[src/design/lphi_pkg.sv]
// ============================================================================
// lphi_pkg
// Shared types and constants for the linear probing hash insert block:
// field widths, operation codes and the controller/datapath interface.
// ============================================================================
`default_nettype none

package lphi_pkg;

    // Fixed field widths
    localparam int KEY_W    = 14;
    localparam int SLOT_W   = 5;
    localparam int TSIZE_W  = 6;
    localparam int DCNT_W   = $clog2(KEY_W);

    // Table size after reset
    localparam logic [TSIZE_W-1:0] TSIZE_RESET = TSIZE_W'(32);

    // Operation codes
    typedef enum logic
    {
        OP_INSERT = 1'b0,
        OP_READ   = 1'b1
    } lphi_op_t;

    // Commands from controller to datapath
    typedef struct packed
    {
        logic load;        // capture input item, clamp table size
        logic div_step;    // one restoring division step of key by size
        logic probe_init;  // start probing at the home slot
        logic probe_adv;   // move to the next slot, wrapping
        logic ins_commit;  // store key in the current slot, load result
        logic rd_home;     // memory read address is the home slot
        logic out_full;    // load full result
        logic out_read;    // load slot read result
    } lphi_cmd_t;

    // Status from datapath to controller
    typedef struct packed
    {
        logic div_done;    // current division step is the last
        logic slot_empty;  // current probe slot is free
        logic probe_last;  // current probe is the last one allowed
        logic out_free;    // output register can take a result this cycle
    } lphi_stat_t;

endpackage : lphi_pkg

`default_nettype wire

[src/design/lphi_ram.sv]
// ============================================================================
// lphi_ram
// Generic single write port, single read port RAM with registered read data.
// ============================================================================
`default_nettype none

module lphi_ram #(
    parameter int WIDTH = 14,
    parameter int DEPTH = 32
) (
    input  wire logic                     clk,
    input  wire logic                     we,
    input  wire logic [$clog2(DEPTH)-1:0] waddr,
    input  wire logic [WIDTH-1:0]         wdata,
    input  wire logic [$clog2(DEPTH)-1:0] raddr,
    output logic      [WIDTH-1:0]         rdata
);

    logic [WIDTH-1:0] mem_reg [DEPTH];

    // Write and registered read
    always_ff @(posedge clk)
    begin
        if (we)
        begin
            mem_reg[waddr] <= wdata;
        end
        rdata <= mem_reg[raddr];
    end

endmodule : lphi_ram

`default_nettype wire

[src/design/lphi_datapath.sv]
// ============================================================================
// lphi_datapath
// Key store, occupied marks, bit-serial modulo, probe pointer and the
// result register of the linear probing hash insert block.
// ============================================================================
`default_nettype none

module lphi_datapath #(
    parameter int SLOTS = 32
) (
    input  wire logic                           clk,
    input  wire logic                           rst_n,
    // configuration
    input  wire logic                           cfg_wr_en,
    input  wire logic [lphi_pkg::TSIZE_W-1:0]   cfg_wr_data,
    // input item
    input  wire logic [lphi_pkg::KEY_W-1:0]     key,
    input  wire logic [lphi_pkg::SLOT_W-1:0]    slot,
    // result
    output logic                                out_valid,
    input  wire logic                           out_stall,
    output logic      [lphi_pkg::SLOT_W-1:0]    where,
    output logic      [lphi_pkg::KEY_W-1:0]     stored_key,
    output logic                                occupied,
    output logic                                full_res,
    // control
    input  wire lphi_pkg::lphi_cmd_t            cmd,
    output lphi_pkg::lphi_stat_t                stat
);

    import lphi_pkg::*;

    localparam int SW = $clog2(SLOTS);
    localparam int NW = (SW + 1 > TSIZE_W) ? SW + 1 : TSIZE_W;
    localparam logic [NW-1:0] N_MAX = NW'(SLOTS);
    localparam logic [NW-1:0] N_ONE = NW'(1);

    // Registers
    logic [TSIZE_W-1:0] ts_reg;
    logic [SLOTS-1:0]   valid_reg;
    logic               out_valid_reg;
    logic [KEY_W-1:0]   key_reg;
    logic [KEY_W-1:0]   key_sh_reg;
    logic [SLOT_W-1:0]  slot_reg;
    logic [NW-1:0]      n_reg;
    logic [NW-1:0]      rem_reg;
    logic [DCNT_W-1:0]  div_cnt_reg;
    logic [SW-1:0]      home_reg;
    logic [SW-1:0]      idx_reg;
    logic [NW-1:0]      tries_reg;
    logic [SLOT_W-1:0]  where_reg;
    logic [KEY_W-1:0]   skey_reg;
    logic               occ_reg;
    logic               full_reg;

    // Combinational values
    logic [NW-1:0]      ts_ext;
    logic [NW-1:0]      n_next;
    logic [NW:0]        div_shift;
    logic [NW:0]        n_ext;
    logic [NW-1:0]      rem_next;
    logic [NW-1:0]      idx_inc;
    logic [SW-1:0]      idx_next;
    logic [NW-1:0]      slot_ext;
    logic [SW-1:0]      slot_idx;
    logic               slot_ok;
    logic               read_hit;
    logic [SW-1:0]      rd_addr;
    logic [KEY_W-1:0]   rd_data;
    logic               out_free;
    logic               out_load;
    logic [NW-1:0]      idx_ext;
    logic [NW-1:0]      home_ext;

    // Clamp table size to 1..SLOTS
    always_comb
    begin
        ts_ext = NW'(ts_reg);
        if (ts_reg == '0)
        begin
            n_next = N_ONE;
        end
        else if (ts_ext > N_MAX)
        begin
            n_next = N_MAX;
        end
        else
        begin
            n_next = ts_ext;
        end
    end

    // Restoring division step: bring in the next key bit, subtract if it fits
    assign div_shift = {rem_reg, key_sh_reg[KEY_W-1]};
    assign n_ext     = {1'b0, n_reg};
    assign rem_next  = (div_shift >= n_ext) ? NW'(div_shift - n_ext) : NW'(div_shift);

    // Probe pointer advance with wrap at the table size
    assign idx_ext  = NW'(idx_reg);
    assign home_ext = NW'(home_reg);
    assign idx_inc  = idx_ext + N_ONE;
    assign idx_next = (idx_inc >= n_reg) ? '0 : idx_inc[SW-1:0];

    // Read slot decode
    assign slot_ext = NW'(slot_reg);
    assign slot_idx = slot_ext[SW-1:0];
    assign slot_ok  = (slot_ext < N_MAX);
    assign read_hit = slot_ok && valid_reg[slot_idx];

    // Key store
    assign rd_addr = cmd.rd_home ? home_reg : slot_idx;

    lphi_ram #(
        .WIDTH (KEY_W),
        .DEPTH (SLOTS)
    ) u_key_ram (
        .clk   (clk),
        .we    (cmd.ins_commit),
        .waddr (idx_reg),
        .wdata (key_reg),
        .raddr (rd_addr),
        .rdata (rd_data)
    );

    // Output handshake
    assign out_free = !out_valid_reg || !out_stall;
    assign out_load = cmd.ins_commit || cmd.out_full || cmd.out_read;

    // Control state: table size, occupied marks, output valid
    always_ff @(posedge clk or negedge rst_n)
    begin
        if (!rst_n)
        begin
            ts_reg        <= TSIZE_RESET;
            valid_reg     <= '0;
            out_valid_reg <= 1'b0;
        end
        else
        begin
            if (cfg_wr_en)
            begin
                ts_reg <= cfg_wr_data;
            end
            if (cmd.ins_commit)
            begin
                valid_reg[idx_reg] <= 1'b1;
            end
            if (out_load)
            begin
                out_valid_reg <= 1'b1;
            end
            else if (!out_stall)
            begin
                out_valid_reg <= 1'b0;
            end
        end
    end

    // Working registers
    always_ff @(posedge clk)
    begin
        if (cmd.load)
        begin
            key_reg     <= key;
            key_sh_reg  <= key;
            slot_reg    <= slot;
            n_reg       <= n_next;
            rem_reg     <= '0;
            div_cnt_reg <= '0;
        end
        if (cmd.div_step)
        begin
            rem_reg     <= rem_next;
            key_sh_reg  <= {key_sh_reg[KEY_W-2:0], 1'b0};
            div_cnt_reg <= div_cnt_reg + DCNT_W'(1);
        end
        if (cmd.probe_init)
        begin
            home_reg  <= rem_reg[SW-1:0];
            idx_reg   <= rem_reg[SW-1:0];
            tries_reg <= '0;
        end
        if (cmd.probe_adv)
        begin
            idx_reg   <= idx_next;
            tries_reg <= tries_reg + N_ONE;
        end
    end

    // Result register
    always_ff @(posedge clk)
    begin
        if (cmd.ins_commit)
        begin
            where_reg <= idx_ext[SLOT_W-1:0];
            skey_reg  <= key_reg;
            occ_reg   <= 1'b1;
            full_reg  <= 1'b0;
        end
        else if (cmd.out_full)
        begin
            where_reg <= home_ext[SLOT_W-1:0];
            skey_reg  <= rd_data;
            occ_reg   <= 1'b1;
            full_reg  <= 1'b1;
        end
        else if (cmd.out_read)
        begin
            where_reg <= slot_reg;
            skey_reg  <= read_hit ? rd_data : '0;
            occ_reg   <= read_hit;
            full_reg  <= 1'b0;
        end
    end

    // Status to controller
    assign stat.div_done   = (div_cnt_reg == DCNT_W'(KEY_W - 1));
    assign stat.slot_empty = !valid_reg[idx_reg];
    assign stat.probe_last = (tries_reg == n_reg - N_ONE);
    assign stat.out_free   = out_free;

    assign out_valid  = out_valid_reg;
    assign where      = where_reg;
    assign stored_key = skey_reg;
    assign occupied   = occ_reg;
    assign full_res   = full_reg;

endmodule : lphi_datapath

`default_nettype wire

[src/design/lphi_ctrl.sv]
// ============================================================================
// lphi_ctrl
// Sequencer for the linear probing hash insert block: accepts one item,
// steps the modulo, the probe and the memory reads, and hands over results.
// ============================================================================
`default_nettype none

module lphi_ctrl (
    input  wire logic                 clk,
    input  wire logic                 rst_n,
    input  wire logic                 in_valid,
    output logic                      in_stall,
    input  wire logic                 op,
    output lphi_pkg::lphi_cmd_t       cmd,
    input  wire lphi_pkg::lphi_stat_t stat
);

    import lphi_pkg::*;

    typedef enum logic [2:0]
    {
        ST_IDLE,
        ST_DIVIDE,
        ST_SETUP,
        ST_PROBE,
        ST_FULL_WAIT,
        ST_FULL_OUT,
        ST_RD_WAIT,
        ST_RD_OUT
    } state_t;

    state_t state_reg;
    state_t state_next;
    logic   in_stall_reg;
    logic   in_stall_next;

    // Next state and commands
    always_comb
    begin
        state_next = state_reg;
        cmd        = '0;
        unique case (state_reg)
            ST_IDLE:
            begin
                if (in_valid)
                begin
                    cmd.load   = 1'b1;
                    state_next = (lphi_op_t'(op) == OP_READ) ? ST_RD_WAIT : ST_DIVIDE;
                end
            end
            ST_DIVIDE:
            begin
                cmd.div_step = 1'b1;
                if (stat.div_done)
                begin
                    state_next = ST_SETUP;
                end
            end
            ST_SETUP:
            begin
                cmd.probe_init = 1'b1;
                state_next     = ST_PROBE;
            end
            ST_PROBE:
            begin
                if (stat.slot_empty)
                begin
                    if (stat.out_free)
                    begin
                        cmd.ins_commit = 1'b1;
                        state_next     = ST_IDLE;
                    end
                end
                else if (stat.probe_last)
                begin
                    state_next = ST_FULL_WAIT;
                end
                else
                begin
                    cmd.probe_adv = 1'b1;
                end
            end
            ST_FULL_WAIT:
            begin
                cmd.rd_home = 1'b1;
                state_next  = ST_FULL_OUT;
            end
            ST_FULL_OUT:
            begin
                cmd.rd_home = 1'b1;
                if (stat.out_free)
                begin
                    cmd.out_full = 1'b1;
                    state_next   = ST_IDLE;
                end
            end
            ST_RD_WAIT:
            begin
                state_next = ST_RD_OUT;
            end
            ST_RD_OUT:
            begin
                if (stat.out_free)
                begin
                    cmd.out_read = 1'b1;
                    state_next   = ST_IDLE;
                end
            end
            default:
            begin
                state_next = ST_IDLE;
            end
        endcase
        in_stall_next = (state_next != ST_IDLE);
    end

    // Hold state and the registered input stall
    always_ff @(posedge clk or negedge rst_n)
    begin
        if (!rst_n)
        begin
            state_reg    <= ST_IDLE;
            in_stall_reg <= 1'b0;
        end
        else
        begin
            state_reg    <= state_next;
            in_stall_reg <= in_stall_next;
        end
    end

    assign in_stall = in_stall_reg;

endmodule : lphi_ctrl

`default_nettype wire

[src/design/linear_probe_hash_insert_top.sv]
// ============================================================================
// linear_probe_hash_insert_top
// Hash table with linear probing: inserts keys at key modulo table size,
// probing upward to the first free slot, and reads single slots back.
// ----------------------------------------------------------------------------
//  Channel  | Signals                                  | Transfer when
//  ---------+------------------------------------------+------------------------
//  in       | in_valid, in_stall, op, key, slot        | in_valid & !in_stall
//  out      | out_valid, out_stall, where, stored_key, | out_valid & !out_stall
//           | occupied, full_res                       |
//  cfg      | cfg_wr_en, cfg_wr_data (table_size)      | cfg_wr_en
//
//  Insert: accept, bit-serial modulo over the key bits, setup, then one probe
//  per cycle over the occupied-mark flops (held while a free slot waits on
//  the output register), up to table size probes; a full table adds a wait
//  and an output state for the key memory read. Read: accept, wait and output
//  states around the registered key memory read. One item is in work at a
//  time; in_stall is high until its result is in the output register, which a
//  stalled receiver holds. Reset clears all occupied marks; no clearing pass.
// ============================================================================
`default_nettype none

module linear_probe_hash_insert_top #(
    parameter int SLOTS = 32
) (
    input  wire logic                           clk,
    input  wire logic                           rst_n,
    // configuration
    input  wire logic                           cfg_wr_en,
    input  wire logic [lphi_pkg::TSIZE_W-1:0]   cfg_wr_data,
    // input channel
    input  wire logic                           in_valid,
    output logic                                in_stall,
    input  wire logic                           op,
    input  wire logic [lphi_pkg::KEY_W-1:0]     key,
    input  wire logic [lphi_pkg::SLOT_W-1:0]    slot,
    // output channel
    output logic                                out_valid,
    input  wire logic                           out_stall,
    output logic      [lphi_pkg::SLOT_W-1:0]    where,
    output logic      [lphi_pkg::KEY_W-1:0]     stored_key,
    output logic                                occupied,
    output logic                                full_res
);

    import lphi_pkg::*;

    lphi_cmd_t  cmd;
    lphi_stat_t stat;

    // Sequencer
    lphi_ctrl u_ctrl (
        .clk      (clk),
        .rst_n    (rst_n),
        .in_valid (in_valid),
        .in_stall (in_stall),
        .op       (op),
        .cmd      (cmd),
        .stat     (stat)
    );

    // Table, modulo and result datapath
    lphi_datapath #(
        .SLOTS (SLOTS)
    ) u_datapath (
        .clk         (clk),
        .rst_n       (rst_n),
        .cfg_wr_en   (cfg_wr_en),
        .cfg_wr_data (cfg_wr_data),
        .key         (key),
        .slot        (slot),
        .out_valid   (out_valid),
        .out_stall   (out_stall),
        .where       (where),
        .stored_key  (stored_key),
        .occupied    (occupied),
        .full_res    (full_res),
        .cmd         (cmd),
        .stat        (stat)
    );

endmodule : linear_probe_hash_insert_top

`default_nettype wire

[config.mk]
export PLATFORM = sky130hd
export DESIGN_NAME = linear_probe_hash_insert_top
export DESIGN_NICKNAME = d
export VERILOG_FILES = /design/src/design/lphi_pkg.sv /design/src/design/lphi_ram.sv /design/src/design/lphi_datapath.sv /design/src/design/lphi_ctrl.sv /design/src/design/linear_probe_hash_insert_top.sv
export SDC_FILE = /design/constraint.sdc
export NUM_CORES = 1
export LEC_CHECK = 0
export ABC_AREA = 1
export BUFFER_PORTS_ARGS = -buffer_cell sky130_fd_sc_hd__clkbuf_2
export CORE_UTILIZATION = 25
export DETAILED_ROUTE_END_ITERATION = 8
export GPL_TIMING_DRIVEN = 0
export PLACE_DENSITY = 0.35
export SYNTH_ARGS = -nofsm -noshare
export SYNTH_HDL_FRONTEND = slang
export SYNTH_SLANG_ARGS = --single-unit
[constraint.sdc]
create_clock -name clk -period 6.5 [get_ports clk]
set_clock_uncertainty 0.1 [all_clocks]
set_input_delay 0.325 -clock clk [delete_from_list [all_inputs] [get_ports clk]]
set_output_delay 0.325 -clock clk [all_outputs]
set_load 0.02 [all_outputs]
==> flow_summary.toml <==
[logic_synthesis]
synth-seq-area-share_pct = 70.4
netlist_area_mm2 = 0.0247
syn_nets = 2079
synth_async_sr_flop_share_pct = 7.28
yosys_warnings = 0
synth-edff-count = 531
synth_area_per_cell_um2 = 12.2
ys_ff_latch = 591
synth_ff_type = "edfxtp_1"
syn_inst = 2027
synth_cell_types = 45

[placed_design]
pre_cts_slack_ns = 2.90
numPortBuffers = 53
dpl.hpwl_um = 63100
gp_congestion = 0.855

[floorplanning]
start_util_pct = 25.4
die_h_um = 316
die_w_um = 316
core_area_mm2 = 0.0973
num_io_pins = 54
core.rowCount = 114
die-area_mm2 = 0.100

[hold_path]
hold_start = "out_stall"
hold_path_class = "input port to flip-flop"
hold_path_depth = 3
holdPathEnd = "u_datapath.out_valid$_DFFE_PN0P_"

[run]
drv_cap = 0

[grt]
track_usage_pct = 17.8
grt_pass1_wl_um = 125000
grt_pass1_vias = 16500
grt_max_degree = 44
antenna_found_initial = 2
overflow = 0

[power_and_ir_drop]
fin_total_pwr_w = 0.0136
p_leak_nw = 10.5
p_per_area_mw_per_mm2 = 455
ir_drop_mv = 0.233

[critical_path]
path_max_fanout = 15
reg2reg_setup_slack_ns = 2.93
cp-end-kind = "flip-flop"
crit_type = "flip-flop to flip-flop"
r2r_start = "u_datapath.idx_reg[0]$_DFFE_PP_"
reg2reg_to = "u_datapath.u_key_ram.mem_reg[8][1]$_DFFE_PP_"
rr_worst_depth = 14
worstPathRequired_ns = 6.61
worstPathArrival_ns = 3.68
start_kind = "flip-flop"

[sta]
setup_viol = 0
slew_viol_final = 0
slew_headroom_pct = 6.80
tightest_slew_ns = 1.40
setup_ws_ns = 2.93
rsz0062_at_grt = "false"
fin_crit_sh_pct = 54.9
tns_ns = 0
period_minus_slack_ns = 3.57
clock.fmax_ghz = 0.280
final-hold-violation-count = 0

[run_status]
status = "finished, final reports clean"

[final_layout]
multiInputGateArea_mm2 = 0.00640
largest_reg_flops = 448
regArea_mm2 = 0.0174
fillers = 9932
nets = 2271
area_growth_pct = 20.9
drive_gt1_share_pct = 15.5
final_core_util_pct = 30.7

[clock_tree]
cts_root_buffer = "clkbuf_16"
ctsHtreeMaxLevel = 3
numCtsBuffers = 71
clock-sinks = 591
clockBufferDepth = 3
post-cts-setup-buffers = 0
clkSlewWorstSetupHoldPaths_ns = 0.06
clk_latency_ns = 0.62
cts_tree = "done"

[route]
wirelength_um = 88900
ant_nets = 0
initialDrtViolationCount = 1288
vias = 16700
drc = 0
avgViaCountPerCell = 4.70
dr.pass1.iters = 7
wire_per_inst_um = 25.0
==> cells in the mapped netlist, types with 2 or more instances <==
cell type,n,area [um2]
inv_2,7,26.3
nand2_8,3,60.1
buf_2,69,345
clkbuf_2,2,10.0
a22o_1,12,105
xnor2_1,6,52.6
nand3_1,108,541
or2_1,22,138
buf_1,6,22.5
dfxtp_1,17,340
a21oi_1,27,135
nand2_2,3,18.8
nand2_4,2,22.5
nor2_2,22,138
xor2_1,11,96.3
buf_4,7,52.6
o21ai_0,194,971
inv_1,74,278
o211ai_1,139,1040
o21ai_2,2,17.5
o21ai_1,51,255
clkbuf_1,19,71.3
dfrtp_1,42,1050
ha_1,20,250
nor3_1,6,30.0
nand4_1,4,25.0
edfxtp_1,531,15900
buf_6,9,101
nand2_1,234,878
o221ai_1,14,123
nor2_1,322,1210
or2_2,29,181
==> metal layers <==
metal / vias to the layer above / track usage [%] / share of wire [%]
met5: - / 0 / 0
met4: 0 / 4.79 / 2.6
met3: 114 / 2.66 / 4.0
met2: 394 / 29.3 / 47
met1: 8481 / 24.4 / 46
li1: 7689 / - / -
==> what timing repair did <==
action	in CTS	in global routing
hold endpoints to repair	84	0
resized for setup	0	0
hold buffers	29	0
==> final cells by class <==
type,instances,share of cell area (%)
clock buffers,104,6.64
well taps,1276,5.35
multi-input cells,1240,21.5
clock inverters,21,0.570
diodes,2,0.0168
repair buffers,119,4.63
inverters,84,1.11
plain buffers,112,2.03
flip-flops and latches,591,58.2
==> worst max-delay path by stage <==
stage                                          startpoint                                        endpoint  cells after the start
after floorplan           u_datapath.idx_reg[0]$_DFFE_PP_   u_datapath.u_key_ram.mem_reg[10][0]$_DFFE_PP_                     14
after global placement    u_datapath.idx_reg[0]$_DFFE_PP_  u_datapath.u_key_ram.mem_reg[26][13]$_DFFE_PP_                     15
after detailed placement  u_datapath.idx_reg[0]$_DFFE_PP_  u_datapath.u_key_ram.mem_reg[27][12]$_DFFE_PP_                     14
after CTS                 u_datapath.idx_reg[0]$_DFFE_PP_   u_datapath.u_key_ram.mem_reg[27][0]$_DFFE_PP_                     14
after global routing      u_datapath.idx_reg[2]$_DFFE_PP_    u_datapath.u_key_ram.mem_reg[8][1]$_DFFE_PP_                     11
final                     u_datapath.idx_reg[0]$_DFFE_PP_    u_datapath.u_key_ram.mem_reg[8][1]$_DFFE_PP_                     14
==> through the flow <==
step | std cells | hold slack, ns | area [um2]
floorplan | 2027 | -0.0706 | 24700
global placement | 3356 | 0.340 | 26500
detailed placement | 3392 | 0.364 | 27400
CTS | 3546 | 0.0646 | 29800
global route | 3547 | 0.127 | 29800
finish | 3549 | 0.101 | 29800
==> power by group <==
part | switching (W) | internal, W | total [W]
logic | 0.00340 | 0.00131 | 0.00471
registers | 0.000292 | 0.00477 | 0.00506
clock network | 0.00161 | 0.00219 | 0.00380
==> placed cells by master, fill, tap and decap left out, types with 22 or more instances in the layout <==
cell,netlist,layout
edfxtp_1,531,531
nor2_1,322,312
nand2_1,234,234
o21ai_0,194,194
o211ai_1,139,139
nand3_1,108,108
inv_1,74,74
clkbuf_16,0,72
buf_2,69,69
clkbuf_2,2,56
o21ai_1,51,51
clkbuf_1,19,44
dfrtp_1,42,42
nor2_2,22,32
or2_2,29,29
dlygate4sd3_1,0,29
a21oi_1,27,27
or2_1,22,22
buf_16,0,22
==> cell families after synthesis <==
family                     share of synthesized area [%]
AOI/OAI and AO/OA                                   10.9
and+or+nand+nor                                     13.3
adders and majority gates                           1.10
buffers and inverters                               3.78
xor gates and xnor gates                           0.603
DFF                                                 70.4
==> worst max-delay path, cell delays in order, from the launching register on <==
cell and delay (ns):
edfxtp_1 0.47, buf_6 0.20, inv_6 0.07, buf_6 0.15
nand2_1 0.06, nand3_1 0.06, nand2_1 0.07, nand2_1 0.07
nand2_1 0.14, nor2_1 0.06, nand2_2 0.11, nand3_4 0.17
inv_8 0.20, nand2_8 0.12, nor2_2 1.06
Note: power is estimated with default switching activity, not from simulation.
